`src/sv/ptc_pkg.sv`:
```
`timescale 1ns / 1ps
`default_nettype none
// ----------------------------------------------------------------------------
// ptc_pkg
// Shared types and constants for the first-order pressure and temperature
// compensation pipeline.
// ----------------------------------------------------------------------------
package ptc_pkg;

  // Field widths
  localparam int unsigned CalW      = 16;
  localparam int unsigned RawW      = 24;
  localparam int unsigned CfgIdxW   = 3;
  localparam int unsigned TempCW    = 19;
  localparam int unsigned TempMW    = 23;
  localparam int unsigned PresTW    = 26;
  localparam int unsigned PresPaW   = 30;

  // Internal widths
  localparam int unsigned DtW       = 25;  // D2 - C5 * 2^8
  localparam int unsigned CoefProdW = 42;  // dT * Cx
  localparam int unsigned OffW      = 36;
  localparam int unsigned SensW     = 34;
  localparam int unsigned SensLoW   = 17;
  localparam int unsigned PLoW      = 41;  // D1 * SENS low half
  localparam int unsigned PHiW      = 42;  // D1 * SENS high half
  localparam int unsigned PFullW    = 59;
  localparam int unsigned Q21W      = 38;
  localparam int unsigned PDiffW    = 39;

  localparam logic signed [TempCW-1:0] TempBase = 19'sd2000;

  // Pipeline stages, in order
  localparam int unsigned NumStages = 8;
  localparam int unsigned StgDt     = 0;
  localparam int unsigned StgCoef   = 1;
  localparam int unsigned StgComp   = 2;
  localparam int unsigned StgPMul   = 3;
  localparam int unsigned StgPSum   = 4;
  localparam int unsigned StgPDiv   = 5;
  localparam int unsigned StgPOff   = 6;
  localparam int unsigned StgOut    = 7;

  typedef enum logic [CfgIdxW-1:0] {
    CfgC1 = 3'd0,
    CfgC2 = 3'd1,
    CfgC3 = 3'd2,
    CfgC4 = 3'd3,
    CfgC5 = 3'd4,
    CfgC6 = 3'd5
  } cfg_reg_e;

  typedef struct packed {
    logic [CalW-1:0] c1;
    logic [CalW-1:0] c2;
    logic [CalW-1:0] c3;
    logic [CalW-1:0] c4;
    logic [CalW-1:0] c5;
    logic [CalW-1:0] c6;
  } cal_t;

  typedef struct packed {
    logic [NumStages-1:0] load;
  } pipe_ctrl_t;

endpackage
`default_nettype wire

```
`src/sv/ptc_cfg_regs.sv`:
```
`timescale 1ns / 1ps
`default_nettype none
// ----------------------------------------------------------------------------
// ptc_cfg_regs
// Calibration word register file, written one word per beat.
// ----------------------------------------------------------------------------
module ptc_cfg_regs (
  input  wire logic                        clk_i,
  input  wire logic                        rst_ni,
  input  wire logic                        cfg_valid_i,
  input  wire logic [ptc_pkg::CfgIdxW-1:0] cfg_index_i,
  input  wire logic [ptc_pkg::CalW-1:0]    cfg_data_i,
  output ptc_pkg::cal_t                    cal_o
);
  import ptc_pkg::*;

  cal_t cal_q;
  cal_t cal_d;

  always_comb begin
    cal_d = cal_q;
    if (cfg_valid_i) begin
      unique case (cfg_reg_e'(cfg_index_i))
        CfgC1:   cal_d.c1 = cfg_data_i;
        CfgC2:   cal_d.c2 = cfg_data_i;
        CfgC3:   cal_d.c3 = cfg_data_i;
        CfgC4:   cal_d.c4 = cfg_data_i;
        CfgC5:   cal_d.c5 = cfg_data_i;
        CfgC6:   cal_d.c6 = cfg_data_i;
        default: cal_d = cal_q;  // drop writes to unused indexes
      endcase
    end
  end

  always_ff @(posedge clk_i or negedge rst_ni) begin
    if (!rst_ni) begin
      cal_q <= '0;
    end else begin
      cal_q <= cal_d;
    end
  end

  assign cal_o = cal_q;

endmodule
`default_nettype wire

```
`config.mk`:
```
export PLATFORM = sky130hd
export DESIGN_NAME = ptc_cfg_regs
export DESIGN_NICKNAME = d
export VERILOG_FILES = /design/src/sv/ptc_pkg.sv /design/src/sv/ptc_cfg_regs.sv
export SDC_FILE = /design/constraint.sdc
export NUM_CORES = 1
export LEC_CHECK = 0
export ABC_AREA = 1
export BUFFER_PORTS_ARGS = -buffer_cell sky130_fd_sc_hd__buf_2
export CAP_MARGIN = 15
export CORE_MARGIN = 2
export CORE_UTILIZATION = 51
export DETAILED_ROUTE_END_ITERATION = 7
export PLACE_DENSITY = 0.77
export SLEW_MARGIN = 20
export SYNTH_ARGS = -nofsm -noshare
export SYNTH_HDL_FRONTEND = slang
export SYNTH_SLANG_ARGS = --single-unit
```
`constraint.sdc`:
```
create_clock -name clk_i -period 0.8 [get_ports clk_i]
set_input_delay 0.12 -clock clk_i [delete_from_list [all_inputs] [get_ports clk_i]]
set_output_delay 0.12 -clock clk_i [all_outputs]
set_load 0.02 [all_outputs]
```
==> results.txt <==
Clock Sinks = 96
Most frequent cells after synthesis = 232 x sky130_fd_sc_hd__nand2_1, 96 x sky130_fd_sc_hd__dfrtp_1, 64 x sky130_fd_sc_hd__nand3_1
Dominant cell by count in the synthesized netlist = sky130_fd_sc_hd__nand2_1
Fraction of layout cells with a size suffix above 1 = 38.7%
Cell at the slowest stage of the critical path = sky130_fd_sc_hd__dfrtp_1
Buffer levels on the longest clock path = 2
Sequence of cells on the critical path = buf_6
Average size of a mapped cell = 8.88 µm²
Global-route wire length before repair = 18,300 µm
Setup repair after global routing missed its margin = true
Max Cap Viol = 0
GPL Wtd Cong = 0.817
Vias in the first global route = 3,646
Post-route cell area = 5960 µm²
Number of distinct standard cells referenced by the synthesized netlist = 11
Count of placed standard cells including taps = 639
GR Overflow Total = 0
Seq/Total Area, Yosys = 63.6%
Gr usage total = 28.4%
Number of nets produced by synthesis = 447
Number of vias per cell = 5.24
Leading cell types by total area after synthesis = sky130_fd_sc_hd__dfrtp_1 64%, sky130_fd_sc_hd__nand2_1 23%, sky130_fd_sc_hd__nand3_1 8.5%, sky130_fd_sc_hd__buf_2 1.7%, sky130_fd_sc_hd__nor2_2 0.66%
Std-Cell Rows = 31
CTS tree = built
Flop-to-flop setup slack = -0.08 ns
Final hold vios = 0
Required time of the worst setup path = 0.68 ns
Number of buffers and inverters on the critical path = 1
DRC Markers = 0
Async S/R FF share, synth = 100%
EDFF count, synth = 0
Worst hold slack across all endpoints = 0.0513 ns
Worst IR drop on VDD = 1440 µV
Violations in the final reports = setup timing
Overall routed net length = 11,700 µm
Nature of the critical path startpoint = flop
Placed inst area = 4620 µm²
Starting DRT DRC Count = 311
Class of the worst hold path = in -> reg
Type of element capturing the critical path = primary output
Count of pins over their slew limit = 0
Number of top-level pins = 118
Crit path launch = cal_o[24]
Max-slew headroom = 75.8%
Upper clock frequency limit = 0.946 GHz
Capturing instance or port of the critical path = cal_o[24]
Post-synthesis cell count = 425
Number of setup violations in the final report = 104
Flip-flop and latch count after synthesis = 96
Count of warnings emitted by yosys = 0
Endpoint of the most critical register-to-register path = cal_o[91]
Width of the die = 90.0 µm
Register-to-Register Path Depth = 4
Largest net degree at the start of global routing = 34
Detail-routed net length per standard cell = 16.3 µm
Synth area leader = sky130_fd_sc_hd__dfrtp_1
Max FFs per register = 96
Area share of the largest cell type after synthesis = 63.6%
CP Data Arrival Time = 0.94 ns
Area growth from synthesis to final layout = 57.9%
Final Instance Count excl. Fillers = 719
Clock transition time at the flip-flop clock pins of the worst setup and hold paths = 0.10 ns
Critical path start-end classification = reg -> out
Total half-perimeter wirelength after legalization and detailed placement = 6930 µm
Number of nets in the finished design = 637
Summed instance area of the synthesized netlist = 3770 µm²
DR pass1 iterations = 5
Layout Utilization = 82.6%
Clock H-tree levels = 3
Area of the die = 8110 µm²
Ratio of total power to cell area = 2570 nW/µm²
Least-Margin Pin Slew = 0.362 ns
Critical Path Max Stage Delay = 0.43 ns
Core box area = 7210 µm²
Final critical-path share of the clock period = 132%
Leak Pwr = 3.28 nW
Critical-path maximum fanout = 2
Effective utilization at floorplan = 52.3%
Largest delay contributor family on the critical path = flip-flops
I/O Buffers = 117
Crit path depth = 1
Count of vias placed by the detailed router = 3,765
Outcome = complete, but fails checks
Crit path time final = 1.06 ns
Launch instance of the worst register-to-register path = cal_o[91]
Clock tree skew after final layout = 0 ns
Number of antenna violations at the first check in global routing = 0
Dominant register cell in the synthesized netlist = sky130_fd_sc_hd__dfrtp_1
Minimum setup slack in the final design = -0.257 ns
Number of routed nets with antenna violations = 0
Clock latency at the later pin of the worst-skew pair = 0.34 ns
Number of inserted diodes = 0
CTS Root Cell = sky130_fd_sc_hd__clkbuf_8
Die height = 90.0 µm
Inserted Clock Buffers = 9
## per-stage QoR
| stage | worst slack, ns | total power, mW | TNS [ns] |
|---|---|---|---|
| 5_1_grt | -0.290 | 16.0 | -24.93 |
| 3_5_place_dp | -0.273 | 9.87 | -19.08 |
| 6_report | -0.257 | 15.3 | -21.51 |
| 4_1_cts | -0.248 | 14.8 | -21.65 |
| 3_3_place_gp | -0.229 | 9.78 | -17.97 |
| 2_1_floorplan | -0.0160 | 8.33 | -0.160 |
## cell type report
class | instances | area, µm²
sequential | 96 | 2400
timing repair buffer | 198 | 1920
multi-input combinational | 304 | 1300
fill | 417 | 1250
clock buffer | 10 | 128
tap | 99 | 124
clock inverter | 6 | 67.6
inverter | 6 | 22.5
## repair_timing
item                       4_1_cts  5_1_grt
hold endpoints to repair        96        0
hold buffers                     1        0
pin swaps                        0       10
setup endpoints to repair       96      104
setup buffers                   43       23
gates resized for setup        190       22
## worst min path at each step
stage	from	end	depth (start not counted)
finish	cfg_data_i[13]	cal_o[45]	3
global route	cfg_data_i[11]	cal_o[43]	3
CTS	cfg_data_i[13]	cal_o[45]	3
detailed placement	rst_ni	cal_o[12]	1
global placement	rst_ni	cal_o[12]	1
floorplan	rst_ni	cal_o[0]	0
## placed cells by master, fill, tap and decap left out, drive strengths merged
cell type	count
dlygate4sd3	1
nor2	6
nand3	64
bufinv	1
clkinv	2
dfrtp	96
buf	197
inv	7
clkbuf	10
nand2	234
clkinvlp	2
## layer usage
metal | share of wire, % | GRT usage, %
met2 | 50 | 46.1
met1 | 40 | 38.8
met5 | 0 | 0
met4 | 2.6 | 10.4
met3 | 7.7 | 5.11
## logic make-up (layout without fill, tap and decap cells)
family | after synthesis | count (layout) | share of synthesized area [%]
buffers and inverters | 25 | 220 | 3.21
flip-flops | 96 | 96 | 63.6
AND/OR/NAND/NOR | 304 | 304 | 33.1
## power breakdown
part	switching (mW)	total [mW]	internal [mW]
combinational	2.67	5.62	2.94
clock	1.69	3.14	1.46
sequential	0.780	6.54	5.76
total	5.14	15.3	10.2
No activity file was read; power rests on OpenSTA's default activity.
