`config.mk`:
```
export PLATFORM = sky130hd
export DESIGN_NAME = ptc_comp_front
export DESIGN_NICKNAME = d
export VERILOG_FILES = /design/src/sv/ptc_pkg.sv /design/src/sv/ptc_comp_front.sv
export SDC_FILE = /design/constraint.sdc
export NUM_CORES = 2
export LEC_CHECK = 0
export ABC_AREA = 1
export BUFFER_PORTS_ARGS = -buffer_cell sky130_fd_sc_hd__buf_2
export CELL_PAD_IN_SITES_DETAIL_PLACEMENT = 0
export CELL_PAD_IN_SITES_GLOBAL_PLACEMENT = 1
export CORE_MARGIN = 3
export CORE_UTILIZATION = 45
export CTS_BUF_LIST = sky130_fd_sc_hd__clkbuf_8
export CTS_CLUSTER_DIAMETER = 120
export DETAILED_ROUTE_END_ITERATION = 16
export PLACE_DENSITY = 0.86
export SYNTH_ARGS = -nofsm -noshare
export SYNTH_HDL_FRONTEND = slang
export SYNTH_SLANG_ARGS = --single-unit
```
`constraint.sdc`:
```
create_clock -name clk_i -period 5.7 [get_ports clk_i]
set_input_delay 0 -clock clk_i [delete_from_list [all_inputs] [get_ports clk_i]]
set_output_delay 0 -clock clk_i [all_outputs]
set_load 0.005 [all_outputs]
```
`src/sv/ptc_pkg.sv`:
```
`timescale 1ns / 1ps
`default_nettype none
// ----------------------------------------------------------------------------
// ptc_pkg
// Shared types and constants for the first-order pressure and temperature
// compensation pipeline.
// ----------------------------------------------------------------------------
package ptc_pkg;

  // Field widths
  localparam int unsigned CalW      = 16;
  localparam int unsigned RawW      = 24;
  localparam int unsigned CfgIdxW   = 3;
  localparam int unsigned TempCW    = 19;
  localparam int unsigned TempMW    = 23;
  localparam int unsigned PresTW    = 26;
  localparam int unsigned PresPaW   = 30;

  // Internal widths
  localparam int unsigned DtW       = 25;  // D2 - C5 * 2^8
  localparam int unsigned CoefProdW = 42;  // dT * Cx
  localparam int unsigned OffW      = 36;
  localparam int unsigned SensW     = 34;
  localparam int unsigned SensLoW   = 17;
  localparam int unsigned PLoW      = 41;  // D1 * SENS low half
  localparam int unsigned PHiW      = 42;  // D1 * SENS high half
  localparam int unsigned PFullW    = 59;
  localparam int unsigned Q21W      = 38;
  localparam int unsigned PDiffW    = 39;

  localparam logic signed [TempCW-1:0] TempBase = 19'sd2000;

  // Pipeline stages, in order
  localparam int unsigned NumStages = 8;
  localparam int unsigned StgDt     = 0;
  localparam int unsigned StgCoef   = 1;
  localparam int unsigned StgComp   = 2;
  localparam int unsigned StgPMul   = 3;
  localparam int unsigned StgPSum   = 4;
  localparam int unsigned StgPDiv   = 5;
  localparam int unsigned StgPOff   = 6;
  localparam int unsigned StgOut    = 7;

  typedef enum logic [CfgIdxW-1:0] {
    CfgC1 = 3'd0,
    CfgC2 = 3'd1,
    CfgC3 = 3'd2,
    CfgC4 = 3'd3,
    CfgC5 = 3'd4,
    CfgC6 = 3'd5
  } cfg_reg_e;

  typedef struct packed {
    logic [CalW-1:0] c1;
    logic [CalW-1:0] c2;
    logic [CalW-1:0] c3;
    logic [CalW-1:0] c4;
    logic [CalW-1:0] c5;
    logic [CalW-1:0] c6;
  } cal_t;

  typedef struct packed {
    logic [NumStages-1:0] load;
  } pipe_ctrl_t;

endpackage
`default_nettype wire

```
`src/sv/ptc_comp_front.sv`:
```
`timescale 1ns / 1ps
`default_nettype none
// ----------------------------------------------------------------------------
// ptc_comp_front
// First three stages: dT, the three coefficient products, then TEMP, OFF
// and SENS with truncation toward zero.
// ----------------------------------------------------------------------------
module ptc_comp_front (
  input  wire logic                          clk_i,
  input  wire ptc_pkg::pipe_ctrl_t           ctrl_i,
  input  wire ptc_pkg::cal_t                 cal_i,
  input  wire logic [ptc_pkg::RawW-1:0]      raw_pressure_i,
  input  wire logic [ptc_pkg::RawW-1:0]      raw_temperature_i,
  output logic [ptc_pkg::RawW-1:0]           d1_o,
  output logic signed [ptc_pkg::TempCW-1:0]  temp_o,
  output logic signed [ptc_pkg::OffW-1:0]    off_o,
  output logic signed [ptc_pkg::SensW-1:0]   sens_o
);
  import ptc_pkg::*;

  // Stage: dT
  logic [RawW-1:0]          d1_dt_q;
  logic signed [DtW-1:0]    dt_q;
  logic signed [DtW-1:0]    dt_d;

  // Stage: coefficient products
  logic [RawW-1:0]              d1_coef_q;
  logic signed [CoefProdW-1:0]  prod6_q, prod4_q, prod3_q;
  logic signed [CoefProdW-1:0]  prod6_d, prod4_d, prod3_d;

  // Stage: TEMP, OFF, SENS
  logic signed [CoefProdW-1:0]  sum6, sum4, sum3;
  logic signed [TempCW-1:0]     temp_d, temp_q;
  logic signed [OffW-1:0]       off_d, off_q;
  logic signed [SensW-1:0]      sens_d, sens_q;
  logic [RawW-1:0]              d1_comp_q;

  assign dt_d = $signed({1'b0, raw_temperature_i}) - $signed({1'b0, cal_i.c5, 8'h00});

  assign prod6_d = dt_q * $signed({1'b0, cal_i.c6});
  assign prod4_d = dt_q * $signed({1'b0, cal_i.c4});
  assign prod3_d = dt_q * $signed({1'b0, cal_i.c3});

  // Bias negative values so the shift truncates toward zero.
  assign sum6 = prod6_q + (prod6_q[CoefProdW-1] ? 42'sd8388607 : 42'sd0);
  assign sum4 = prod4_q + (prod4_q[CoefProdW-1] ? 42'sd127 : 42'sd0);
  assign sum3 = prod3_q + (prod3_q[CoefProdW-1] ? 42'sd255 : 42'sd0);

  assign temp_d = $signed(sum6[CoefProdW-1:23]) + TempBase;
  assign off_d  = $signed({4'b0000, cal_i.c2, 16'h0000})
                + OffW'($signed(sum4[CoefProdW-1:7]));
  assign sens_d = $signed({3'b000, cal_i.c1, 15'h0000})
                + $signed(sum3[CoefProdW-1:8]);

  always_ff @(posedge clk_i) begin
    if (ctrl_i.load[StgDt]) begin
      d1_dt_q <= raw_pressure_i;
      dt_q    <= dt_d;
    end
    if (ctrl_i.load[StgCoef]) begin
      d1_coef_q <= d1_dt_q;
      prod6_q   <= prod6_d;
      prod4_q   <= prod4_d;
      prod3_q   <= prod3_d;
    end
    if (ctrl_i.load[StgComp]) begin
      d1_comp_q <= d1_coef_q;
      temp_q    <= temp_d;
      off_q     <= off_d;
      sens_q    <= sens_d;
    end
  end

  assign d1_o   = d1_comp_q;
  assign temp_o = temp_q;
  assign off_o  = off_q;
  assign sens_o = sens_q;

endmodule
`default_nettype wire

```
==> results.yml <==
cells_and_area:
  syn2layout_area_growth_pct: 25.2
  final_cell_area_sq_um: 77100
  most-common-layout-cells: "2206 x sky130_fd_sc_hd__inv_1, 1733 x sky130_fd_sc_hd__nand2_1, 1125 x sky130_fd_sc_hd__fa_1, 627 x sky130_fd_sc_hd__buf_4, 314 x sky130_fd_sc_hd__ha_1"
  finalNetCount: 10200
  final_layout_size_suffix_gt1_share_pct: 20.3
  final_common_cell: "sky130_fd_sc_hd__inv_1"
  fill_cells: 11800
grt:
  grtUsageTotal_pct: 23.3
  maximum_number_of_pins_on_one_net_before_global_route_repair: 86
  number_of_global_route_vias_before_repair: 52700
  grt-ovfl-total: 0
  antenna_found_initial: 8
  first_pass_grt_wire_length_mm: 267
worst_setup_path:
  cp_peak_stage_delay_ns: 0.53
  crit_slowest_cell: "sky130_fd_sc_hd__fa_1"
  setup.reg_to_reg.worst_slack_ns: -0.21
  crit-reg2reg-capture: "prod4_q[21]$_DFFE_PP_"
  path_max_fanout: 11
  crit_type: "register to register"
  crit-reg2reg-launch: "dt_q[7]$_DFFE_PP_"
  worst-endpoint-arrival_ns: 6.39
  critPathCapture: "prod4_q[21]$_DFFE_PP_"
  critPathCaptureType: "register"
  cp_data_required_time_ns: 6.18
  crit_start: "dt_q[7]$_DFFE_PP_"
  crit_path_frequent_cell: "sky130_fd_sc_hd__fa_1"
  critical_path.startpoint_type: "register"
  ff2ff_path_depth: 25
hold_path:
  worst_hold_path.num_cells: 6
  timing.hold.worst.start: "cal_i[22]"
  min_path_type: "input port to register"
logic_synthesis:
  ys_ff_latch: 312
  synthDominantCellAreaShare_pct: 38.2
  yosysSeqAreaShare_pct: 15.2
  synth_top_flop_cell: "sky130_fd_sc_hd__edfxtp_1"
  synthesis.nets: 9183
  synth_cells: 7461
  synth_warnings: 0
  post_synth_main_area_contributors: "sky130_fd_sc_hd__fa_1 38%, sky130_fd_sc_hd__edfxtp_1 15%, sky130_fd_sc_hd__inv_1 14%"
  synthDominantAreaCellType: "sky130_fd_sc_hd__fa_1"
  async_reset_ff_share_pct: 0
  number_of_enable_flip_flop_cells_after_synthesis: 312
  netlist_area_sq_um: 61600
  yosysUniqueCellTypes: 53
  mean_cell_area_of_the_mapped_netlist_sq_um: 8.25
sta:
  max_freq_ghz: 0.169
  worstMarginPinSlew_ns: 0.984
  slew_headroom_pct: 34.4
  rsz0062_at_grt: "true"
  timing.final.crit_period_ns: 5.91
  clock_skew_ns: 0.0460
  final_hold_viol_count: 0
  period_utilization_post_route_pct: 104
  finalSetupViolCount: 44
  drv_slew: 0
  final_critical_path_setup_slack_ns: -0.215
run_status:
  failed_checks: "setup timing"
  run_status: "finished, violations left"
clock_network:
  worst_setup_hold_path_clk_slew_ns: 0.07
  cts_root_buf: "sky130_fd_sc_hd__clkbuf_8"
  total_clock_buffers_created_by_cts: 58
  clock_path_buffers: 3
  htree_levels: 2
  clock-sinks: 312
  cts_tree: "built"
  clock_insertion_delay_worst_skew_ns: 0.75
route:
  drt_iter0_markers: 3001
  drc: 0
  firstDrtPassIters: 7
  wl_per_cell_um: 16.4
  drt.antenna.violating_nets: 0
  route.detailed.vias_per_inst: 4.86
  num_vias: 49900
  route.final.wire_length_mm: 169
placed_design:
  io_buffer_count: 260
  gp_congestion: 0.911
  preCtsSetupSlack_ns: -0.439
  detailed_place_hpwl_mm: 132
  dpl-instance-area_sq_um: 69600
die:
  dieWidth_um: 376
  dieArea_sq_um: 141000
  floorplan.io_pins: 266
  fp.dieH_um: 376
  placement_rows: 135
  core-area_sq_um: 136000
  starting_utilization_of_the_core_area_pct: 45.4
flow_run:
  max-cap-violations: 0
[cell families (layout without fill, tap and decap cells)]
logic type / after synthesis / count (layout) / share of synthesized area, %
other: 0 / 5 / 0
adder cells (fa/ha/maj): 1569 / 1569 / 46.2
buffers and inverters: 2552 / 3580 / 15.6
flip-flops: 312 / 312 / 15.2
AND/OR/NAND/NOR: 2348 / 2348 / 15.4
XOR/XNOR: 240 / 240 / 3.44
AO/OA/AOI/OAI: 440 / 440 / 4.13
[synthesized netlist by cell type (all sizes together) (37+ instances only)]
cell type  count
nor3          37
xnor2         81
a31oi         50
nand4         43
fa          1176
ha           393
xor2         159
nand3        122
inv         2283
clkbuf       224
nor2         285
a21oi        201
nand2       1818
buf           45
o21ai        104
edfxtp       312
[worst min-delay path by stage]
stage / slack [ns] / endpoint
after detailed placement: 0.18 / d1_dt_q[7]$_DFFE_PP_
final: 0.08 / dt_q[15]$_DFFE_PP_
after global routing: 0.06 / off_o[16]$_DFFE_PP_
after floorplan: 0.1 / d1_dt_q[0]$_DFFE_PP_
after CTS: 0.01 / dt_q[15]$_DFFE_PP_
after global placement: 0.18 / d1_dt_q[19]$_DFFE_PP_
[cell type report]
cell class / count / area [sq um] / share of cell area, %
Timing Repair Buffer: 1191 / 10100 / 13.1
Multi-Input combinational cell: 4597 / 45500 / 59.0
Antenna cell: 5 / 12.5 / 0.0162
Clock inverter: 48 / 504 / 0.654
Tap cell: 1781 / 2230 / 2.89
Clock buffer: 58 / 798 / 1.04
Sequential cell: 312 / 9370 / 12.2
Inverter: 2283 / 8580 / 11.1
[repair_timing]
action / in CTS / in global routing
pin swaps: 34 / 143
resized for setup: 258 / 470
buffers inserted: 19 / 81
hold buffers: 171 / 0
cloned: 3 / 19
endpoints found under the hold margin: 256 / 0
endpoints found under the setup margin: 62 / 75
[worst max-delay path, delay by kind of cell, from the launching register on]
kind,cells,cell delay [ns]
buffers and inverters,11,1.22
flip-flops,1,0.44
AND/OR/NAND/NOR,5,0.58
adder cells (fa/ha/maj),7,3.20
AO/OA/AOI/OAI,1,0.08
XOR/XNOR,1,0.12
[through the flow]
stage	setup TNS (ns)	instances	hold WS, ns	utilization (%)
5_1_grt	-14.55	10300	0.0583	56.8
3_5_place_dp	-8.72	9875	0.178	51.3
4_1_cts	-1.46	10200	0.0147	54.6
3_3_place_gp	-5.37	9875	0.178	51.3
6_report	-3.36	10300	0.0762	56.8
2_1_floorplan	-0.00493	7461	0.0989	-
[state kept, by name, summed over array words and instances (netlist names)]
| name | cells |
|---|---|
| d1_dt_q | 24 |
| prod3_q | 42 |
| off_o | 36 |
| temp_o | 19 |
| prod4_q | 42 |
| dt_q | 25 |
| d1_coef_q | 24 |
| sens_o | 34 |
| d1_o | 24 |
| prod6_q | 42 |
[per-layer routing]
| metal | up-vias | part of all wire, % | global-route usage (%) |
|---|---|---|---|
| met2 | 1477 | 49 | 40.2 |
| li1 | 23500 | - | - |
| met4 | 6 | 2.6 | 5.99 |
| met5 | - | 0.021 | 0 |
| met3 | 272 | 6.7 | 3.29 |
| met1 | 24700 | 42 | 31.0 |
Power is left out: the tool's default activity adds up to more than one toggle a clock period on the data nets, which glitch-free logic cannot reach.
