## config.mk

```make
export PLATFORM = sky130hd
export DESIGN_NAME = ptc_press_back
export DESIGN_NICKNAME = d
export VERILOG_FILES = /design/src/sv/ptc_pkg.sv /design/src/sv/ptc_press_back.sv
export SDC_FILE = /design/constraint.sdc
export NUM_CORES = 2
export LEC_CHECK = 0
export ABC_CLOCK_PERIOD_IN_PS = 8100
export BUFFER_PORTS_ARGS = -buffer_cell sky130_fd_sc_hd__buf_2
export CAP_MARGIN = 20
export CORE_ASPECT_RATIO = 2
export CORE_MARGIN = 10
export CORE_UTILIZATION = 35
export DETAILED_ROUTE_END_ITERATION = 10
export GPL_ROUTABILITY_DRIVEN = 0
export SETUP_SLACK_MARGIN = 0.05
export SLEW_MARGIN = 20
export SYNTH_ARGS = -nofsm -noshare
export SYNTH_HDL_FRONTEND = slang
export SYNTH_SLANG_ARGS = --single-unit
```

## constraint.sdc

```tcl
create_clock -name clk_i -period 8.1 [get_ports clk_i]
set_clock_uncertainty 0.1 [all_clocks]
set_input_delay 1.62 -clock clk_i [delete_from_list [all_inputs] [get_ports clk_i]]
set_output_delay 1.62 -clock clk_i [all_outputs]
set_load 0.02 [all_outputs]
```

## src/sv/ptc_pkg.sv

```systemverilog
`timescale 1ns / 1ps
`default_nettype none
// ----------------------------------------------------------------------------
// ptc_pkg
// Shared types and constants for the first-order pressure and temperature
// compensation pipeline.
// ----------------------------------------------------------------------------
package ptc_pkg;

  // Field widths
  localparam int unsigned CalW      = 16;
  localparam int unsigned RawW      = 24;
  localparam int unsigned CfgIdxW   = 3;
  localparam int unsigned TempCW    = 19;
  localparam int unsigned TempMW    = 23;
  localparam int unsigned PresTW    = 26;
  localparam int unsigned PresPaW   = 30;

  // Internal widths
  localparam int unsigned DtW       = 25;  // D2 - C5 * 2^8
  localparam int unsigned CoefProdW = 42;  // dT * Cx
  localparam int unsigned OffW      = 36;
  localparam int unsigned SensW     = 34;
  localparam int unsigned SensLoW   = 17;
  localparam int unsigned PLoW      = 41;  // D1 * SENS low half
  localparam int unsigned PHiW      = 42;  // D1 * SENS high half
  localparam int unsigned PFullW    = 59;
  localparam int unsigned Q21W      = 38;
  localparam int unsigned PDiffW    = 39;

  localparam logic signed [TempCW-1:0] TempBase = 19'sd2000;

  // Pipeline stages, in order
  localparam int unsigned NumStages = 8;
  localparam int unsigned StgDt     = 0;
  localparam int unsigned StgCoef   = 1;
  localparam int unsigned StgComp   = 2;
  localparam int unsigned StgPMul   = 3;
  localparam int unsigned StgPSum   = 4;
  localparam int unsigned StgPDiv   = 5;
  localparam int unsigned StgPOff   = 6;
  localparam int unsigned StgOut    = 7;

  typedef enum logic [CfgIdxW-1:0] {
    CfgC1 = 3'd0,
    CfgC2 = 3'd1,
    CfgC3 = 3'd2,
    CfgC4 = 3'd3,
    CfgC5 = 3'd4,
    CfgC6 = 3'd5
  } cfg_reg_e;

  typedef struct packed {
    logic [CalW-1:0] c1;
    logic [CalW-1:0] c2;
    logic [CalW-1:0] c3;
    logic [CalW-1:0] c4;
    logic [CalW-1:0] c5;
    logic [CalW-1:0] c6;
  } cal_t;

  typedef struct packed {
    logic [NumStages-1:0] load;
  } pipe_ctrl_t;

endpackage
`default_nettype wire

```

## src/sv/ptc_press_back.sv

```systemverilog
`timescale 1ns / 1ps
`default_nettype none
// ----------------------------------------------------------------------------
// ptc_press_back
// Last five stages: D1 * SENS in two halves, recombine, scale by 2^-21,
// remove OFF, scale by 2^-13, and form the output units.
// ----------------------------------------------------------------------------
module ptc_press_back (
  input  wire logic                           clk_i,
  input  wire ptc_pkg::pipe_ctrl_t            ctrl_i,
  input  wire logic [ptc_pkg::RawW-1:0]       d1_i,
  input  wire logic signed [ptc_pkg::TempCW-1:0] temp_i,
  input  wire logic signed [ptc_pkg::OffW-1:0]   off_i,
  input  wire logic signed [ptc_pkg::SensW-1:0]  sens_i,
  output logic signed [ptc_pkg::TempCW-1:0]   temp_centi_c_o,
  output logic signed [ptc_pkg::TempMW-1:0]   temp_milli_c_o,
  output logic signed [ptc_pkg::PresTW-1:0]   pressure_tenth_mbar_o,
  output logic signed [ptc_pkg::PresPaW-1:0]  pressure_pa_o
);
  import ptc_pkg::*;

  // Stage: split product
  logic [PLoW-1:0]          plo_d, plo_q;
  logic signed [PHiW-1:0]   phi_d, phi_q;
  logic signed [TempCW-1:0] temp_mul_q;
  logic signed [OffW-1:0]   off_mul_q;

  // Stage: full product
  logic signed [PFullW-1:0] x_d, x_q;
  logic signed [TempCW-1:0] temp_sum_q;
  logic signed [OffW-1:0]   off_sum_q;

  // Stage: divide by 2^21
  logic signed [PFullW-1:0] x_bias;
  logic signed [Q21W-1:0]   q21_d, q21_q;
  logic signed [TempCW-1:0] temp_div_q;
  logic signed [OffW-1:0]   off_div_q;

  // Stage: subtract OFF
  logic signed [PDiffW-1:0] y_d, y_q;
  logic signed [TempCW-1:0] temp_off_q;

  // Stage: output
  logic signed [PDiffW-1:0]  y_bias;
  logic signed [PresTW-1:0]  p_d, p_q;
  logic signed [PresPaW-1:0] pa_d, pa_q;
  logic signed [TempMW-1:0]  tm_d, tm_q;
  logic signed [TempCW-1:0]  tc_q;

  assign plo_d = d1_i * sens_i[SensLoW-1:0];
  assign phi_d = $signed({1'b0, d1_i}) * $signed(sens_i[SensW-1:SensLoW]);

  assign x_d = (PFullW'(phi_q) <<< SensLoW)
             + $signed({{(PFullW-PLoW){1'b0}}, plo_q});

  assign x_bias = x_q + (x_q[PFullW-1] ? 59'sd2097151 : 59'sd0);
  assign q21_d  = $signed(x_bias[PFullW-1:21]);

  assign y_d = PDiffW'(q21_q) - PDiffW'(off_div_q);

  assign y_bias = y_q + (y_q[PDiffW-1] ? 39'sd8191 : 39'sd0);
  assign p_d    = $signed(y_bias[PDiffW-1:13]);
  // times ten as 8x + 2x
  assign pa_d   = (PresPaW'(p_d) <<< 3) + (PresPaW'(p_d) <<< 1);
  assign tm_d   = (TempMW'(temp_off_q) <<< 3) + (TempMW'(temp_off_q) <<< 1);

  always_ff @(posedge clk_i) begin
    if (ctrl_i.load[StgPMul]) begin
      plo_q      <= plo_d;
      phi_q      <= phi_d;
      temp_mul_q <= temp_i;
      off_mul_q  <= off_i;
    end
    if (ctrl_i.load[StgPSum]) begin
      x_q        <= x_d;
      temp_sum_q <= temp_mul_q;
      off_sum_q  <= off_mul_q;
    end
    if (ctrl_i.load[StgPDiv]) begin
      q21_q      <= q21_d;
      temp_div_q <= temp_sum_q;
      off_div_q  <= off_sum_q;
    end
    if (ctrl_i.load[StgPOff]) begin
      y_q        <= y_d;
      temp_off_q <= temp_div_q;
    end
    if (ctrl_i.load[StgOut]) begin
      p_q  <= p_d;
      pa_q <= pa_d;
      tc_q <= temp_off_q;
      tm_q <= tm_d;
    end
  end

  assign temp_centi_c_o        = tc_q;
  assign temp_milli_c_o        = tm_q;
  assign pressure_tenth_mbar_o = p_q;
  assign pressure_pa_o         = pa_q;

endmodule
`default_nettype wire
```

==> flow_summary.toml <==
[clocking]
clk_path_buf_depth = 3
cts_buffers = 45
cts.sinks = 493
postCtsHoldBufs = 0
cts_tree = "yes"
htree_levels = 2
path_clk_slew_ns = 0.07
cts_resized = 0
cts_setup_buffers = 0
clk_latency_ns = 0.62
cts_root_buf = "clkbuf_16"

[timing]
finalSetupViolCount = 0
layout_setup_ws_ns = 0.380
worst_slew_pin_slew_ns = 0.998
fmax_mhz = 130
period_share = 0.953
drv_slew = 0
rsz0062_at_grt = "no"
finalHoldViolCount = 0
layout_min_cycle_time_ns = 7.72
slew_headroom = 0.332

[finish]
area_delta_synth_final_pct = 12.9
layout-drive-gt1-share = 0.108
nFillCells = 13600
nets = 6168

[worst_setup_path]
slowest_stage = "fa_1"
crit_required_ns = 8.37
r2r_start = "y_q[38]"
cpLargestDelayFamily = "adder cells"
cp_max_fo = 15
critPathKind = "primary input to register"
path_cells = "buf_2, buf_4, and2_1, fa_1, inv_1, fa_1, inv_1, ha_1, fa_1, inv_1, fa_1, fa_1, inv_1, ha_1, o211ai_1, a21o_1, a21oi_1, a21oi_1, o41ai_2, a31oi_1, o21ai_1, buf_4, o221ai_1, xnor2_1"
timing.rr.end = "pressure_pa_o[27]"
arrival_ns = 7.99
cp-start-kind = "primary input"
reg2regPathDepth = 19
critPathBufInv = 7
worst_path_largest_cell_delay_ns = 0.54
crit_path_frequent_cell = "fa_1"
reg2reg_slack_ns = 2.32
end_kind = "register"

[drt]
vias = 33200
drtIter0Drc = 1250
via_per_inst = 4.82
wl_per_cell_microns = 17.4
ant_nets = 0
drt_pass1_iterations = 5
drc = 0
drt-total-wl_mm = 120

[synth]
synth_cell_type_count = 75
synth_area_leaders = "edfxtp_1, fa_1, ha_1"
synth_cells = 4675
synthesis.area_sq_um = 48900
syn_area_per_cell_sq_um = 10.5
synth_warnings = 0
synth-edff-count = 493
synth_top_area_frac = 0.303
synth.largest_area_cell = "edfxtp_1"
ys_ff_latch = 493
seq_area_frac_synth = 0.303
synth_ff_type = "edfxtp_1"
async_flop_share = 0

[global_routing]
track_usage = 0.155
antenna_found_initial = 7
grt_pass1_vias = 37300
grt_max_degree = 80
grt_overflow = 0
grt_pass1_wl_mm = 194

[placement]
dpl.hpwl_mm = 100
port-buffer-count = 214
pre_cts_ws_ns = -0.245

[die]
die-width_microns = 284
dieArea_sq_um = 156000
initial_utilization = 0.353
core_sq_um = 139000
rows = 193
die_y_microns = 548
io_pins = 220

[worst_hold_path]
holdCritPathClass = "register to register"
hold_path_end = "off_div_q[29]"
hold_depth = 0
min_from = "off_sum_q[29]"

[flow_run]
drv_cap = 0

[run_status]
status = "completed"
## layer usage
metal | global-route usage | part of all wire | vias up
met5 | 0 | 0.00046 | -
met4 | 0.0698 | 0.047 | 10
met3 | 0.0156 | 0.032 | 293
met2 | 0.311 | 0.56 | 771
met1 | 0.156 | 0.36 | 16600
li1 | - | - | 15500
## layout make-up
cell class                      count  area, sq um  share of cell area
Clock buffer                       47         1130              0.0206
Multi-Input combinational cell   3094        30000               0.543
Tap cell                         1852         2320              0.0420
Timing Repair Buffer              447         3120              0.0566
Clock inverter                     34          399             0.00724
Inverter                          909         3410              0.0619
Sequential cell                   493        14800               0.268
Antenna cell                        2         5.00           0.0000907
## cell families (layout without fill, tap and decap cells)
| logic type | after synthesis | count (layout) | share of synthesized area |
|---|---|---|---|
| AOI/OAI and AO/OA | 529 | 529 | 0.0702 |
| xor gates and xnor gates | 240 | 240 | 0.0430 |
| adders and majority gates | 1056 | 1056 | 0.372 |
| buffers and inverters | 1089 | 1437 | 0.0843 |
| DFF | 493 | 493 | 0.303 |
| muxes | 2 | 2 | 0.000435 |
| other | 1 | 4 | 0.0000767 |
| and+or+nand+nor | 1265 | 1265 | 0.127 |
## cells in the final DEF (no fill, tap or decap), types with 32 or more instances in the layout
master,n
inv_1,908
fa_1,662
nand2_1,549
edfxtp_1,493
ha_1,394
and2_1,356
buf_4,213
buf_2,210
xnor2_1,186
a21oi_1,172
nor2_1,115
a21o_1,84
nand3_1,63
o21ai_0,60
xor2_1,54
clkbuf_16,45
o21ai_1,43
nand4_1,39
and3_1,32
## registers in the layout, summed over array words and instances, names as in the netlist, 19 cells and up
signal and flops:
pressure_tenth_mbar_o 26, off_sum_q 36, q21_q 38, plo_q 41, phi_q 42, pressure_pa_o 26, temp_sum_q 19, x_q 59
temp_milli_c_o 20, temp_mul_q 19, temp_div_q 19, temp_off_q 19, off_div_q 36, y_q 39, off_mul_q 36
## metrics by stage
stage          TNS (ns)  std cells  instance area [sq um]   util  hold WS (ns)
6_report              0       6878                  55200  0.398         0.293
4_1_cts               0       6876                  55100  0.398         0.295
2_1_floorplan         0       4676                  48900      -         0.300
3_3_place_gp     -0.410       6795                  53600  0.387         0.301
5_1_grt               0       6877                  55200  0.398         0.302
3_5_place_dp     -0.466       6795                  53600  0.387         0.305
## how the worst max path moves through the flow
stage          startpoint   endpoint  cells after the start
3_3_place_gp      d1_i[6]  plo_q[40]                     24
6_report          d1_i[6]  plo_q[40]                     24
5_1_grt           d1_i[6]  plo_q[40]                     24
2_1_floorplan   sens_i[2]  plo_q[38]                     22
4_1_cts           d1_i[6]  plo_q[40]                     24
3_5_place_dp      d1_i[6]  plo_q[40]                     24
## worst reg2reg max path: stages (launching register included)
cell	delay, ns
edfxtp_1	0.69
ha_1	0.42
a31o_1	0.14
a21oi_1	0.06
o21ai_1	0.17
a31oi_1	0.13
o21bai_1	0.29
nand2_1	0.28
nor4_4	0.71
nand3_1	0.18
xnor2_1	0.34
ha_1	0.34
a21o_1	0.18
a21oi_1	0.23
o21a_1	0.16
o21ai_1	0.14
a221oi_1	0.58
o21ai_1	0.11
a21oi_1	0.20
xnor2_1	0.08
## synthesized netlist by cell type, drive strengths merged (3+ instances only)
master   count
inv        908
a41oi       10
a21boi       6
edfxtp     493
a31o         5
or4          3
buf         13
o2111ai      4
nand2b      25
o221ai       3
a221oi       5
o311ai       5
and2       356
o21ai      104
nor3        20
o211ai      14
nand2      549
fa         662
a21o        84
or2         11
nor2b       21
ha         394
a211oi      10
and3        32
or3          6
a21oi      172
xor2        54
o31a         7
xnor2      186
o31ai       12
o41ai        5
and4        13
nor4         4
clkbuf     167
o21bai      24
a31oi       20
nor2       116
nand4       39
nand3       63
o21a        24
Power is left out: the tool's default activity adds up to more than one toggle a clock period on the data nets, which glitch-free logic cannot reach.
