`config.mk`:
```
export PLATFORM = sky130hd
export DESIGN_NAME = ptc_pipe_ctrl
export DESIGN_NICKNAME = d
export VERILOG_FILES = /design/src/sv/ptc_pkg.sv /design/src/sv/ptc_pipe_ctrl.sv
export SDC_FILE = /design/constraint.sdc
export NUM_CORES = 1
export LEC_CHECK = 0
export ABC_AREA = 1
export BUFFER_PORTS_ARGS = -buffer_cell sky130_fd_sc_hd__clkbuf_2
export CORE_AREA = 4 4 41 43
export DETAILED_ROUTE_END_ITERATION = 12
export DIE_AREA = 0 0 45 47
export GPL_TIMING_DRIVEN = 0
export SLEW_MARGIN = 40
export SYNTH_ARGS = -nofsm -noshare
export SYNTH_HDL_FRONTEND = slang
export SYNTH_SLANG_ARGS = --single-unit
```
`constraint.sdc`:
```
create_clock -name clk_i -period 1.1 [get_ports clk_i]
set_input_delay 0.22 -clock clk_i [delete_from_list [all_inputs] [get_ports clk_i]]
set_output_delay 0.22 -clock clk_i [all_outputs]
set_load 0.05 [all_outputs]
```
`src/sv/ptc_pkg.sv`:
```
`timescale 1ns / 1ps
`default_nettype none
// ----------------------------------------------------------------------------
// ptc_pkg
// Shared types and constants for the first-order pressure and temperature
// compensation pipeline.
// ----------------------------------------------------------------------------
package ptc_pkg;

  // Field widths
  localparam int unsigned CalW      = 16;
  localparam int unsigned RawW      = 24;
  localparam int unsigned CfgIdxW   = 3;
  localparam int unsigned TempCW    = 19;
  localparam int unsigned TempMW    = 23;
  localparam int unsigned PresTW    = 26;
  localparam int unsigned PresPaW   = 30;

  // Internal widths
  localparam int unsigned DtW       = 25;  // D2 - C5 * 2^8
  localparam int unsigned CoefProdW = 42;  // dT * Cx
  localparam int unsigned OffW      = 36;
  localparam int unsigned SensW     = 34;
  localparam int unsigned SensLoW   = 17;
  localparam int unsigned PLoW      = 41;  // D1 * SENS low half
  localparam int unsigned PHiW      = 42;  // D1 * SENS high half
  localparam int unsigned PFullW    = 59;
  localparam int unsigned Q21W      = 38;
  localparam int unsigned PDiffW    = 39;

  localparam logic signed [TempCW-1:0] TempBase = 19'sd2000;

  // Pipeline stages, in order
  localparam int unsigned NumStages = 8;
  localparam int unsigned StgDt     = 0;
  localparam int unsigned StgCoef   = 1;
  localparam int unsigned StgComp   = 2;
  localparam int unsigned StgPMul   = 3;
  localparam int unsigned StgPSum   = 4;
  localparam int unsigned StgPDiv   = 5;
  localparam int unsigned StgPOff   = 6;
  localparam int unsigned StgOut    = 7;

  typedef enum logic [CfgIdxW-1:0] {
    CfgC1 = 3'd0,
    CfgC2 = 3'd1,
    CfgC3 = 3'd2,
    CfgC4 = 3'd3,
    CfgC5 = 3'd4,
    CfgC6 = 3'd5
  } cfg_reg_e;

  typedef struct packed {
    logic [CalW-1:0] c1;
    logic [CalW-1:0] c2;
    logic [CalW-1:0] c3;
    logic [CalW-1:0] c4;
    logic [CalW-1:0] c5;
    logic [CalW-1:0] c6;
  } cal_t;

  typedef struct packed {
    logic [NumStages-1:0] load;
  } pipe_ctrl_t;

endpackage
`default_nettype wire

```
`src/sv/ptc_pipe_ctrl.sv`:
```
`timescale 1ns / 1ps
`default_nettype none
// ----------------------------------------------------------------------------
// ptc_pipe_ctrl
// Stage valid bits and load enables; empty stages soak up a stall.
// ----------------------------------------------------------------------------
module ptc_pipe_ctrl (
  input  wire logic         clk_i,
  input  wire logic         rst_ni,
  input  wire logic         in_valid_i,
  output logic              in_stall_o,
  output logic              out_valid_o,
  input  wire logic         out_stall_i,
  output ptc_pkg::pipe_ctrl_t ctrl_o
);
  import ptc_pkg::*;

  logic [NumStages-1:0] vld_q;
  logic [NumStages-1:0] vld_d;
  logic [NumStages-1:0] load;

  // A stage loads when it is empty or its content moves on.
  always_comb begin
    load[NumStages-1] = !vld_q[NumStages-1] || !out_stall_i;
    for (int k = NumStages - 2; k >= 0; k--) begin
      load[k] = !vld_q[k] || load[k+1];
    end
  end

  always_comb begin
    vld_d = vld_q;
    if (load[0]) begin
      vld_d[0] = in_valid_i;
    end
    for (int k = 1; k < NumStages; k++) begin
      if (load[k]) begin
        vld_d[k] = vld_q[k-1];
      end
    end
  end

  always_ff @(posedge clk_i or negedge rst_ni) begin
    if (!rst_ni) begin
      vld_q <= '0;
    end else begin
      vld_q <= vld_d;
    end
  end

  assign in_stall_o  = !load[0];
  assign out_valid_o = vld_q[NumStages-1];
  assign ctrl_o.load = load;

  a_no_stall_when_drained: assert property (@(posedge clk_i) disable iff (!rst_ni)
    !out_stall_i |-> !in_stall_o)
    else $error("input stalled while output drains");

  a_accept_fills_first: assert property (@(posedge clk_i) disable iff (!rst_ni)
    (in_valid_i && !in_stall_o) |=> vld_q[0])
    else $error("accepted beat not held in first stage");

  a_one_beat_per_cycle: assert property (@(posedge clk_i) disable iff (!rst_ni)
    1'b1 |=> ($countones(vld_q) <= $past($countones(vld_q)) + 1))
    else $error("occupancy grew by more than one beat");

endmodule
`default_nettype wire

```
==> results.md, run 1 <==
* Largest family of logic cells by synthesized area: simple AND/OR/NAND/NOR gates
* Worst-Skew Late Latency at 0.26 ns
* Hold depth at 3
* Mapped Nets at 38
* Residual DRC at 0
* Post-DRT Antenna Nets at 0
* Tcrit/Tclk final at 155%
* Most used cell, CP: nor2_4
* Buf+Inv Stages, Crit Path at 2
* Final setup viols at 16
* CP Launch Point: vld_q[7]
* Gr usage total at 9.74%
* Clock slew at reported path FFs at 0.06 ns
* Reg2Reg Launch Point: vld_q[7]
* Synth warnings at 0
* DRT iter0 DRCs at 0
* Max-cap viol count at 0
* TritonCTS Buffers at 3
* Violated checks: negative setup slack
* Worst EP required at 0.88 ns
* Crit path kind: register to primary output
* Wirelength per Cell at 11.5 um
* # diodes at 0
* Final Wtd Congestion at 0.668
* Antenna violations before repair at 0
* Slew @ Worst Pin at 0.202 ns
* Clock Tree Buf Depth at 2
* Die Width at 45 um
* Simple-Gate Fraction of Synth Area at 30.9%
* Clock sink count at 8
* Cell count along the critical path at 7
* Filler Cell Count at 119
* Largest registers: vld_q x8
* Die height at 47 um
* Flop-to-flop setup slack at -0.20 ns
* Row cnt at 13
* Total power at 1.34 mW
* P_leak at 0.352 nW
* Pins over their slew limit at 0
* Setup WS post-layout at -0.608 ns
* Slew margin rel. at 86.5%
* Initial Util at 26.4%
* Power Dens Cells at 1850 mW/mm^2
* Critical path cell sequence: nand2_8 -> nor2_4 -> nand4_4 -> nor2_4 -> nand3_4 -> clkinvlp_4 -> clkbuf_16
* Port bufs at 13
* Post-Synth Adder-Cell Area at 0%
* Fin Hold WS at 0.127 ns
* Max reg flops at 8
* Status: finished, violations left
* Fraction of layout cells with a size suffix above 1 at 66.1%
* Most common cell after layout, fill and taps aside: buf_4
* Total number of vias at 312
* Compound-Gate Fraction of Synth Area at 0%
* Critical path fanouts, max at 4
* H-tree Lvls at 1
* CTS tree: yes
* DP HPWL at 472 um
* Die area at 0.00212 sq mm
* Crit path launch type: register
* Worst Setup EP: in_stall_o
* WP data arrival at 1.49 ns
* Sequential share of the synthesized area at 58.2%
* #FFs+latches synth at 8
* Worst flop-to-flop path endpoint: vld_q[5]
* Largest net degree at the start of global routing at 9
* Core Region at 0.00130 sq mm
* Syn Std Cell Area at 344 sq um
* First-pass DRT Iterations at 1
* CP peak stage delay at 0.42 ns
* Maximum clock frequency at 0.586 GHz
* Setup crit end kind: primary output
* Post-synthesis mux area share at 0%
* Hold Vio Cnt, Final at 0
* Final design utilization at 55.6%
* CP max-delay cell: dfrtp_2
* Overflow after GRT at 0
* First-pass GRT wire length at 1410 um
* IO Pins at 14
* Hold WC Path Type: primary input to register
* Post-Synth XOR/XNOR Area at 0%
* Final WL at 882 um
* Syn avg cell area at 10.1 sq um
* Clock skew at 0.00990 ns
* Peak VDD IR at 1.07 mV
* Shortest period the worst path allows at 1.71 ns
* Unrepaired setup endpoints after global routing: true
* Most frequent cells in the layout: buf_4, dfrtp_1, inv_1, nand2_1
* Worst r2r path cells at 7
* Post-Syn Instances at 34
* Vias per cell at 4.05
* Unique cell type count in the Yosys netlist at 9
* CTS Root Cell: clkbuf_4
* Delay-heaviest family, CP: simple AND/OR/NAND/NOR gates
* Final nets at 67
* Most flop-heavy register: vld_q
* Area grow syn2layout at 110%
* Number of global-route vias before repair at 326
==> final cells by class <==
| cell class | instances | area, sq um | share of cell area, % |
|---|---|---|---|
| well taps | 15 | 18.8 | 2.60 |
| clock buffers | 4 | 26.3 | 3.63 |
| repair buffers | 24 | 293 | 40.5 |
| inverters | 10 | 43.8 | 6.06 |
| flip-flops and latches | 8 | 201 | 27.9 |
| multi-input cells | 16 | 140 | 19.4 |
==> worst reg2reg max path, delay by kind of cell, from the launching register on <==
family / cells / cell delay (ns)
buf+inv: 3 / 0.30
flops: 1 / 0.44
simple gates: 4 / 0.44
==> synth_stat cells <==
library cell   n  area [sq um]
nor2_1         1          3.75
nand2_1        8          30.0
nor2_4         2          22.5
or2_2          2          12.5
nand3_2        1          10.0
inv_1         10          37.5
nand4_4        1          21.3
dfrtp_1        8           200
nand2_2        1          6.26
==> worst min-delay path by stage <==
stage,from,end,slack [ns]
detailed placement,rst_ni,vld_q[0],0.07
finish,in_valid_i,vld_q[0],0.13
CTS,in_valid_i,vld_q[0],0.14
global route,in_valid_i,vld_q[0],0.16
floorplan,rst_ni,vld_q[0],-0.08
global placement,rst_ni,vld_q[0],0.08
==> through the flow <==
step / setup WS (ns) / TNS, ns / cell area (sq um) / std cells
floorplan: -0.882 / -7.84 / 370 / 34
global placement: -0.401 / -1.84 / 454 / 62
detailed placement: -0.405 / -1.88 / 454 / 62
CTS: -0.555 / -4.11 / 658 / 72
global route: -0.683 / -6.11 / 723 / 77
finish: -0.608 / -5.17 / 723 / 77
==> where the power goes <==
part	switching (mW)	internal, mW
Combinational	0.374	0.319
Sequential	0.0529	0.346
Clock	0.110	0.139
==> kinds of logic (layout without fill, tap and decap cells) <==
kind of cell,count (synthesis),count (layout)
AND/OR/NAND/NOR,16,16
flip-flops,8,8
buffers and inverters,10,38
==> routing by layer <==
layer	up-vias	GRT usage, %	part of all wire (%)
met5	-	0	0
met4	0	7.02	2.8
met3	4	3.45	6.0
met2	11	15.5	55
met1	146	10.8	36
li1	151	-	-
==> what timing repair did <==
item | 4_1_cts | 5_1_grt
endpoints found under the setup margin | 12 | 15
endpoints found under the hold margin | 8 | 0
buffers inserted | 5 | 6
pin swaps | 1 | 0
gates cloned | 0 | 0
hold buffers | 1 | 0
gates resized for setup | 27 | 12
No activity file was read; power rests on OpenSTA's default activity.
==> run 2: changes to the inputs <==
SETUP_SLACK_MARGIN = 0.1   (was default)
SLEW_MARGIN = 20   (was 40)
TNS_END_PERCENT = 30   (was default)
==> results.md, run 2 (synthesized netlist as in run 1, its figures left out) <==
* Status: finished, violations left
* Violated checks: negative setup slack
* Gr usage total at 7.83%
* Final WL at 644 um
* Clock Tree Buf Depth at 2
* H-tree Lvls at 1
* DRT iter0 DRCs at 1
* Worst EP required at 0.88 ns
* Fraction of layout cells with a size suffix above 1 at 51.9%
* Largest net degree at the start of global routing at 9
* Hold WC Path Type: primary input to register
* Die area at 0.00212 sq mm
* Area grow syn2layout at 73.8%
* Unrepaired setup endpoints after global routing: true
* Final nets at 59
* Reg2Reg Launch Point: vld_q[7]
* Vias per cell at 3.80
* Antenna violations before repair at 0
* Setup crit end kind: primary output
* Worst-Skew Late Latency at 0.26 ns
* Peak VDD IR at 0.950 mV
* Largest registers: vld_q x8
* Number of global-route vias before repair at 275
* Setup WS post-layout at -0.542 ns
* IO Pins at 14
* Tcrit/Tclk final at 149%
* # diodes at 0
* Die height at 47 um
* Port bufs at 13
* Clock skew at 0.00891 ns
* Filler Cell Count at 136
* Hold Startpoint: in_valid_i
* CP Launch Point: vld_q[7]
* Clock sink count at 8
* TritonCTS Buffers at 3
* CTS tree: yes
* Residual DRC at 0
* Core Region at 0.00130 sq mm
* Most flop-heavy register: vld_q
* Total number of vias at 262
* Final setup viols at 10
* Crit path kind: register to primary output
* Overflow after GRT at 0
* First-pass DRT Iterations at 2
* Post-DRT Antenna Nets at 0
* Crit path launch type: register
* Row cnt at 13
* Die Width at 45 um
* Final Wtd Congestion at 0.653
* Power Dens Cells at 1970 mW/mm^2
* Critical path fanouts, max at 4
* Slew @ Worst Pin at 0.196 ns
* CTS Root Cell: clkbuf_4
* Most frequent cells in the layout: inv_1, nand2_1, dfrtp_1, clkbuf_4
* Hold Vio Cnt, Final at 0
* Maximum clock frequency at 0.609 GHz
* Pins over their slew limit at 0
* Clock slew at reported path FFs at 0.06 ns
* Non-filler cells, final at 69
* P_leak at 0.291 nW
* Max reg flops at 8
* Initial Util at 26.4%
* First-pass GRT wire length at 1120 um
* Placed insts at 62
* Max-cap viol count at 0
* Slew margin rel. at 86.9%
* Shortest period the worst path allows at 1.64 ns
* Wirelength per Cell at 9.33 um
* WP data arrival at 1.42 ns
* DP HPWL at 450 um
* Most common cell after layout, fill and taps aside: inv_1
* Total power at 1.18 mW
## run 2: worst paths after layout
check                      slack [ns]  cells past startpoint    endpoint
max in group asynchronous        0.58                      2    vld_q[7]
min in group asynchronous        0.33                      2    vld_q[4]
hold / removal                   0.16                      3    vld_q[0]
hold reg to reg                  0.48                      2    vld_q[7]
setup reg to reg                    0                      5    vld_q[5]
setup / recovery                -0.54                      7  in_stall_o
## run 2: metal layers
metal / GRT usage, % / part of all wire, %
met1: 9.39 / 46
met2: 10.5 / 46
met3: 2.30 / 6.2
met4: 8.77 / 1.9
met5: 0 / 0
## run 2: repair_timing
item | CTS | global route
hold endpoints to repair | 8 | 0
pin swaps | 1 | 0
buffers inserted | 1 | 1
hold buffers | 1 | 0
endpoints found under the setup margin | 15 | 16
gates resized for setup | 19 | 4
## run 2: report_power, final
part,internal (mW),total (mW),leakage [nW],switching (mW)
Clock,0.139,0.241,0.0150,0.102
Sequential,0.346,0.393,0.0826,0.0474
Combinational,0.216,0.547,0.193,0.330
## run 2: layout make-up
cell class                      instances  area [sq um]  share of cell area, %
Clock buffer                            4          26.3                   4.39
Inverter                               10          41.3                   6.90
Timing Repair Buffer                   16           180                   30.1
Tap cell                               15          18.8                   3.14
Multi-Input combinational cell         16           130                   21.8
Sequential cell                         8           201                   33.7
## run 2: stage by stage
stage / setup WS (ns) / area [sq um] / util [%] / hold slack, ns / TNS (ns)
CTS: -0.557 / 586 / 45.0 / 0.151 / -3.77
global placement: -0.400 / 454 / 34.9 / 0.0764 / -1.80
floorplan: -0.882 / 370 / - / -0.0756 / -7.83
finish: -0.542 / 598 / 46.0 / 0.157 / -3.69
detailed placement: -0.399 / 454 / 34.9 / 0.0740 / -1.81
global route: -0.624 / 598 / 46.0 / 0.184 / -4.53
## run 2: critical path, cell delays in order, from the launching register on
cell	delay [ns]
dfrtp_2	0.41
nand2_8	0.06
nor2_4	0.10
nand4_4	0.10
nor2_4	0.15
nand3_4	0.10
clkinvlp_4	0.08
clkbuf_16	0.15
==> run 3: changes to the inputs <==
BUFFER_PORTS_ARGS = default   (was -buffer_cell sky130_fd_sc_hd__clkbuf_2)
DONT_BUFFER_PORTS = 1   (was default)
==> results.md, run 3 (synthesized netlist as in run 1, its figures left out) <==
* Final Wtd Congestion at 0.622
* Final nets at 50
* Non-filler cells, final at 60
* Total power at 1.10 mW
* Most frequent cells in the layout: inv_1, dfrtp_1, nand2_1, buf_4
* Routed length on met2 at 303 um
* P_leak at 0.228 nW
* Largest registers: vld_q x8
* Die height at 47 um
* Place WS at -0.951 ns
* Fin Hold WS at 0.0701 ns
* Maximum clock frequency at 0.438 GHz
* First-pass GRT wire length at 1100 um
* Slew @ Worst Pin at 0.418 ns
* Most used cell, CP: nor2_4
* Row cnt at 13
* Final setup viols at 16
* Gr usage total at 7.59%
* Worst hold endpoint: vld_q[0]
* Clock skew at 0.00760 ns
* Initial Util at 26.4%
* IO Pins at 14
* Critical path fanouts, max at 3
* Pins over their slew limit at 0
* Unrepaired setup endpoints after global routing: true
* Crit path launch type: register
* Vias per cell at 4.32
* WP data arrival at 2.06 ns
* Total number of vias at 259
* Post-DRT Antenna Nets at 0
* M1 wire length at 230 um
* Peak VDD IR at 0.823 mV
* Buf+Inv Stages, Crit Path at 1
* Worst flop-to-flop path endpoint: vld_q[5]
* Clock sink count at 8
* Most flop-heavy register: vld_q
* Max-cap viol count at 0
* Setup WS post-layout at -1.18 ns
* H-tree Lvls at 1
* Largest net degree at the start of global routing at 9
* Antenna violations before repair at 0
* Worst EP required at 0.88 ns
* CP Launch Point: vld_q[7]
* Hold depth at 2
* Final WL at 626 um
* Hold WC Path Type: primary input to register
* Clock slew at reported path FFs at 0.06 ns
* Hold Vio Cnt, Final at 0
* Die Width at 45 um
* # diodes at 0
* TritonCTS Buffers at 3
* Slew margin rel. at 72.1%
* Tcrit/Tclk final at 207%
* Hold Startpoint: in_valid_i
* Critical path cell sequence: nand2_8 -> nor2_4 -> nand4_4 -> nor2_4 -> nand3_4 -> clkinvlp_4
* Max reg flops at 8
* CTS tree: yes
* Fraction of layout cells with a size suffix above 1 at 51.1%
* DP HPWL at 427 um
* CTS Root Cell: clkbuf_4
* Shortest period the worst path allows at 2.28 ns
* Wirelength per Cell at 10.4 um
* Die area at 0.00212 sq mm
* Core Region at 0.00130 sq mm
* Worst-Skew Late Latency at 0.26 ns
* Violated checks: negative setup slack
* Top Layer Used: met4
* DRT iter0 DRCs at 3
* Met3 WL at 78 um
* Clock Tree Buf Depth at 2
* Port bufs at 0
* Residual DRC at 0
* CP max-delay cell: dfrtp_2
* Crit path kind: register to primary output
* CP peak stage delay at 0.57 ns
* Flop-to-flop setup slack at -0.87 ns
* Setup crit end kind: primary output
* Status: finished, violations left
* Delay-heaviest family, CP: simple AND/OR/NAND/NOR gates
* Placed insts at 49
* Number of global-route vias before repair at 258
* First-pass DRT Iterations at 2
* Reg2Reg Launch Point: vld_q[7]
* Power Dens Cells at 2200 mW/mm^2
* Overflow after GRT at 0
* Area grow syn2layout at 45.5%
* Worst r2r path cells at 9
[run 3: metal layers]
layer / vias up / track usage (%)
li1: 118 / -
met1: 127 / 8.71
met2: 12 / 10.7
met3: 2 / 5.36
met4: 0 / 3.51
met5: - / 0
[run 3: final cells by class]
type                       instances  area (sq um)
tap                               15          18.8
inverter                          10          50.0
timing repair buffer               7          58.8
fill                             142           801
multi-input combinational         16           145
clock buffer                       4          26.3
sequential                         8           201
[run 3: worst max-delay path by stage]
stage	to	slack, ns	cells past startpoint
2_1_floorplan	in_stall_o	-0.88	6
3_3_place_gp	in_stall_o	-0.95	6
3_5_place_dp	in_stall_o	-0.95	6
4_1_cts	in_stall_o	-1.19	6
5_1_grt	in_stall_o	-1.27	6
6_report	in_stall_o	-1.18	6
[run 3: where the power goes]
part / leakage [nW] / switching, mW / internal (mW) / total, mW
logic: 0.130 / 0.322 / 0.131 / 0.453
registers: 0.0826 / 0.0627 / 0.346 / 0.408
clock network: 0.0150 / 0.102 / 0.139 / 0.241
[run 3: what timing repair did]
action                     CTS  global route
setup endpoints to repair   17            17
resized for setup            6             4
hold endpoints to repair     8             0
hold buffers                 1             0
buffers inserted             3             3
pin swaps                    2             2
[run 3: metrics by stage]
stage	setup TNS, ns	instance area (sq um)	utilization [%]
after global placement	-8.73	389	29.9
after floorplan	-7.83	370	-
after detailed placement	-8.83	389	29.9
after global routing	-13.43	500	38.5
after CTS	-11.84	465	35.8
final	-12.16	500	38.5
